### config.mk
export PLATFORM = sky130hd
export DESIGN_NAME = adl_back
export DESIGN_NICKNAME = d
export VERILOG_FILES = /design/src/rtl/core/adl_pkg.sv /design/src/rtl/core/adl_back.sv
export SDC_FILE = /design/constraint.sdc
export NUM_CORES = 1
export LEC_CHECK = 0
export BUFFER_PORTS_ARGS = -buffer_cell sky130_fd_sc_hd__clkbuf_2
export CAP_MARGIN = 0
export CORE_ASPECT_RATIO = 1.2
export CORE_MARGIN = 5
export CORE_UTILIZATION = 50
export CTS_BUF_LIST = sky130_fd_sc_hd__clkbuf_4
export DETAILED_ROUTE_END_ITERATION = 7
export GPL_ROUTABILITY_DRIVEN = 0
export GPL_TIMING_DRIVEN = 0
export PLACE_DENSITY = 0.72
export SLEW_MARGIN = 25
export SYNTH_ARGS = -nofsm -noshare
export SYNTH_HDL_FRONTEND = slang
export SYNTH_SLANG_ARGS = --single-unit
### constraint.sdc
create_clock -name i_clk -period 8.1 [get_ports i_clk]
set_clock_uncertainty 0.1 [all_clocks]
set_input_delay 2.025 -clock i_clk [delete_from_list [all_inputs] [get_ports i_clk]]
set_output_delay 2.025 -clock i_clk [all_outputs]
set_load 0.005 [all_outputs]
### src/rtl/core/adl_pkg.sv
// types, codes and constants of the adler-32 frame checker
// no dependencies
`timescale 1ns / 1ps

package adl_pkg;

    localparam int unsigned ADLER_MOD          = 65521;
    localparam int unsigned MIN_FRAME_LEN      = 8;
    localparam int unsigned MIN_NAME_LEN       = 2;
    localparam int unsigned P_QUEUE_DEPTH_DEF  = 4;
    localparam int unsigned CFG_W              = 31;
    localparam int unsigned OUT_TDATA_W        = 104;

    // register indexes of the configuration port
    localparam logic CFG_MIN_LEN = 1'b0;
    localparam logic CFG_MAX_LEN = 1'b1;

    // status codes
    localparam logic [1:0] ST_OK       = 2'd0;
    localparam logic [1:0] ST_BAD_LEN  = 2'd1;
    localparam logic [1:0] ST_BAD_SUM  = 2'd2;
    localparam logic [1:0] ST_BAD_NAME = 2'd3;

    // token kinds between front and back
    localparam logic [1:0] K_BODY    = 2'd0;
    localparam logic [1:0] K_HDR_OK  = 2'd1;
    localparam logic [1:0] K_HDR_BAD = 2'd2;

    typedef struct packed {
        logic [1:0]  kind;
        logic        name_byte;
        logic        sum_byte;
        logic        last_byte;
        logic [31:0] data;
    } t_token;

endpackage

### src/rtl/core/adl_back.sv
// back end: adler-32 sums, trailer and name length capture, status register
// depends on adl_pkg
`timescale 1ns / 1ps

module adl_back import adl_pkg::*; (
    input  logic                   i_clk,
    input  logic                   i_rst_n,
    input  logic                   i_q_valid,
    input  t_token                 i_q_token,
    output logic                   o_q_pop,
    input  logic                   i_m_tready,
    output logic                   o_m_tvalid,
    output logic [OUT_TDATA_W-1:0] o_m_tdata
);

    logic [15:0] r_lo;
    logic [15:0] r_hi;
    logic [31:0] r_trail;
    logic [31:0] r_name;
    logic [31:0] r_len;

    logic        r_out_valid;
    logic [1:0]  r_status;
    logic [31:0] r_frame_out;
    logic [31:0] r_name_out;
    logic [31:0] r_sum_out;

    logic        is_result;
    logic        out_free;
    logic [7:0]  b;
    logic [16:0] lo_sum;
    logic [15:0] n_lo;
    logic [16:0] hi_sum;
    logic [15:0] n_hi;
    logic [31:0] n_trail;
    logic [31:0] n_name;
    logic [31:0] sum_now;
    logic        name_bad;
    logic [1:0]  body_status;

    always_comb begin
        is_result = (i_q_token.kind == K_HDR_BAD)
                 || ((i_q_token.kind == K_BODY) && i_q_token.last_byte);
        out_free  = !r_out_valid || i_m_tready;
        o_q_pop   = i_q_valid && (!is_result || out_free);

        b      = i_q_token.data[7:0];
        lo_sum = {1'b0, r_lo} + {9'd0, b};
        n_lo   = (lo_sum >= 17'(ADLER_MOD)) ? 16'(lo_sum - 17'(ADLER_MOD)) : lo_sum[15:0];
        hi_sum = {1'b0, r_hi} + {1'b0, n_lo};
        n_hi   = (hi_sum >= 17'(ADLER_MOD)) ? 16'(hi_sum - 17'(ADLER_MOD)) : hi_sum[15:0];

        n_trail = {r_trail[23:0], b};
        n_name  = {r_name[23:0], b};
        sum_now = {r_hi, r_lo};

        // name length must fit between its own field and the trailer
        name_bad = ($signed(r_name) < $signed(32'(MIN_NAME_LEN)))
                || ($signed({r_name[31], r_name})
                    > $signed({1'b0, r_len} - 33'(MIN_FRAME_LEN)));

        if (sum_now != n_trail) begin
            body_status = ST_BAD_SUM;
        end else if (name_bad) begin
            body_status = ST_BAD_NAME;
        end else begin
            body_status = ST_OK;
        end
    end

    always_ff @(posedge i_clk) begin
        if (!i_rst_n) begin
            r_out_valid <= 1'b0;
            r_lo        <= 16'd1;
            r_hi        <= '0;
            r_trail     <= '0;
            r_name      <= '0;
        end else begin
            if (o_q_pop && is_result) begin
                r_out_valid <= 1'b1;
            end else if (r_out_valid && i_m_tready) begin
                r_out_valid <= 1'b0;
            end
            if (o_q_pop) begin
                case (i_q_token.kind)
                    K_HDR_OK: begin
                        r_len <= i_q_token.data;
                    end
                    K_HDR_BAD: begin
                        r_status    <= ST_BAD_LEN;
                        r_frame_out <= i_q_token.data;
                        r_name_out  <= '0;
                        r_sum_out   <= '0;
                    end
                    K_BODY: begin
                        if (i_q_token.name_byte) begin
                            r_name <= n_name;
                        end
                        if (i_q_token.sum_byte) begin
                            r_lo <= n_lo;
                            r_hi <= n_hi;
                        end else if (!i_q_token.last_byte) begin
                            r_trail <= n_trail;
                        end
                        if (i_q_token.last_byte) begin
                            r_status    <= body_status;
                            r_frame_out <= r_len;
                            r_name_out  <= r_name;
                            r_sum_out   <= sum_now;
                            r_lo        <= 16'd1;
                            r_hi        <= '0;
                            r_trail     <= '0;
                            r_name      <= '0;
                        end
                    end
                    default: begin
                        r_lo <= r_lo;
                    end
                endcase
            end
        end
    end

    assign o_m_tvalid = r_out_valid;
    assign o_m_tdata  = {6'd0, r_sum_out, r_name_out, r_frame_out, r_status};

endmodule

==> metrics.cfg <==
[floorplanning]
io-pin-count = 147
initial_core_util = 0.5035
die_x_um = 151.4
dieArea_mm2 = 0.02719
core_mm2 = 0.02382
rows = 62
die_h_um = 179.6

[layout]
drive_gt1_frac = 0.2166
final_util = 0.5833
final_nets = 1463
fillers = 2083
syn2layout_area_growth_pct = 15.85

[clock_network]
cts_tree = built
clk_path_buf_depth = 3
clockRootBuffer = clkbuf_4
cts_post_setup_buffers_inserted = 0
clk_pin_slew_worst_paths_ns = 0.07
numClockSinks = 219
cts_hold_repair.buffers = 0
clk_latency_ns = 0.65
numCtsBuffers = 52
ctsResizeCount = 0
htreeDepth = 2

[status]
status = completed

[pwr]
pwr-share-clk = 0.400
p_sw_frac = 0.2424
p_leak_nw = 5.466
ir_drop_mv = 0.08406
power.switching_mw = 0.5706
p_int_mw = 1.783
p_seq_frac = 0.514
p_per_area_mw_per_mm2 = 169.4
power.total_mw = 2.354
comb_power_share = 0.086

[hold_path]
hp-class = reg -> reg

[critical_path]
critPathMaxStageDelay_ns = 0.43
crit_chain = clkbuf_2, ha_1, fa_1, a211oi_1, o21bai_1, a21oi_1, xnor2_1, o2111ai_1, o31a_1, buf_6, nor3_1, xor2_1, ha_1, buf_6, a211o_1, a211o_1, a41oi_1, xor2_1, a2111oi_4, nand4b_2, a2111oi_2, xor2_1, o21ai_1
end_kind = flop
cp.required_ns = 8.49
cp_common_cell = xor2_1
setup.worst_path.class = in -> reg
critPathSlowestCell = fa_1
start_kind = input pin
path_max_fanout = 9
arrival_ns = 8.13

[synthesis]
synthDistinctLibCells = 82
synth-seq-cells = 219
syn_area_mm2 = 0.01199
avgSynthCellArea_um2 = 10.38
synthArstFlopShare = 0
synth-main-ff-cell = edfxtp_1
synth_edf_count = 130
synth_cells = 1155
seq_area_frac_synth = 0.4741
ys_warn_count = 0

[grt]
grt_pass1_wl_um = 49690
grt.overflow.total = 0
track_usage = 0.2280
grt_pass1_vias = 9447
antenna_found_initial = 1
grt_max_degree = 54

[timing]
timing.final.setup_violations = 0
fmaxAchievable_mhz = 129.1
finalHoldViolations = 0
slew_viol_final = 0
timing.final.crit_period_ns = 7.745
finalSetupTns_ns = 0
rsz0062_at_grt = false
relSlewSlack = 0.2944
tightest_slew_ns = 1.049
period_share = 0.9562

[drt]
vias = 9716
viasPerCell = 5.649
ant_nets = 0
firstDrtPassIters = 7
drt_iter0_drc = 617
wirelength_um = 31430
wire_per_inst_um = 18.27
drc_errors = 0

[place]
hpwl_um = 24040
io_buffer_count = 140

[flow_run]
max_cap_viol_count = 0

routing by layer:
layer | vias up | wire length [µm] | GRT usage
met3 | 111 | 1669 | 0.03375
met4 | 0 | 1677 | 0.1197
met1 | 4582 | 11850 | 0.2594
met5 | - | 0 | 0
met2 | 323 | 16230 | 0.4059
li1 | 4700 | - | -
cell type report:
class | instances | area, µm² | share of cell area
Buffer | 59 | 281.5 | 0.02026
Multi-Input combinational cell | 857 | 5956 | 0.4287
Timing Repair Buffer | 142 | 755.7 | 0.05440
Sequential cell | 219 | 5685 | 0.4093
Antenna cell | 1 | 2.502 | 0.0001801
Clock buffer | 86 | 645.6 | 0.04647
Inverter | 25 | 93.84 | 0.006755
Tap cell | 320 | 400.4 | 0.02882
Clock inverter | 11 | 71.32 | 0.005134
sequential cells by signal, summed over array words and instances (netlist names):
name and count:
r_status 2, r_lo 16, r_name_out 32, r_name 32, r_frame_out 32, o_m_tvalid 1, r_trail 24, r_sum_out 32
r_len 32, r_hi 16
placed cells by master (no fill, tap or decap), types with 6 or more instances in the layout:
cell type  count
a211oi_1       8
a21o_1        21
a21oi_1       80
a22o_1         7
a22oi_1       25
a31oi_1        7
and2_1        64
and3_1         8
buf_4          7
clkbuf_1      44
clkbuf_2     140
clkbuf_4      86
clkinv_1       7
conb_1         6
dfxtp_1       89
edfxtp_1     130
ha_1          64
inv_1         24
mux2_2        29
nand2_1       62
nand2b_1      11
nand3_1       16
nand4_1       19
nor2_1       108
nor2b_1        8
nor3_1        21
nor3b_1       35
nor4_1        20
o211ai_1       8
o21ai_0       34
o21ai_1        9
or3_1         17
xnor2_1       55
xor2_1        33
power by group through the flow:
| stage | logic [mW] | clock network [mW] | registers, mW |
|---|---|---|---|
| 2_1_floorplan | 0.129 | 0 | 1.23 |
| 3_3_place_gp | 0.196 | 0 | 1.24 |
| 3_5_place_dp | 0.202 | 0 | 1.23 |
| 4_1_cts | 0.203 | 0.964 | 1.21 |
| 5_1_grt | 0.224 | 1.02 | 1.21 |
| 6_report | 0.203 | 0.941 | 1.21 |
synthesized netlist by cell type, drive strengths merged, types with 25 or more instances:
master  count  share of area
and2       65          0.034
mux2       29          0.027
ha         64          0.067
nor2      108          0.034
dfxtp      89           0.15
xnor2      55          0.040
a21oi      81          0.034
o21ai      43          0.018
inv        25         0.0078
edfxtp    130           0.33
nand2      62          0.019
xor2       33          0.024
clkbuf     44          0.014
nor3b      36          0.023
a22oi      25          0.016
through the flow:
| stage | area, µm² | worst slack [ns] | instances | hold slack [ns] |
|---|---|---|---|---|
| after global routing | 13890 | 0.003758 | 1720 | 0.4377 |
| after global placement | 13110 | -0.1604 | 1620 | 0.3680 |
| final | 13890 | 0.3551 | 1720 | 0.3973 |
| after floorplan | 12010 | 0.7690 | 1160 | 0.3563 |
| after detailed placement | 13170 | -0.2150 | 1622 | 0.3752 |
| after CTS | 13890 | 0.4306 | 1719 | 0.3933 |
worst max-delay path: cells and delay by family:
| family | cells | cell delay [ns] |
|---|---|---|
| AOI/OAI and AO/OA | 11 | 3.21 |
| adders and majority gates | 3 | 1.03 |
| and+or+nand+nor | 2 | 0.39 |
| xor gates and xnor gates | 4 | 1.01 |
| buffers and inverters | 3 | 0.47 |
path summary, 6_finish.rpt:
kind                startpoint        end  slack [ns]  cells past startpoint
setup / recovery  i_q_token[0]   r_hi[10]        0.36                     23
hold / removal       r_name[0]  r_name[0]        0.40                      2
setup reg to reg       r_lo[0]   r_hi[10]        1.61                     22
hold reg to reg      r_name[0]  r_name[0]        0.40                      2
kinds of logic (layout without fill, tap and decap cells):
group                    after synthesis  after routing  synth area share
multiplexers                          31             31           0.02890
AND/OR/NAND/NOR                      415            415            0.1888
buffers and inverters                 84            323           0.03130
flip-flops                           219            219            0.4741
other                                  1              7         0.0003127
adder cells (fa/ha/maj)               66             66           0.07012
AO/OA/AOI/OAI                        251            251            0.1422
XOR/XNOR                              88             88           0.06427
No activity file was read; power rests on OpenSTA's default activity.
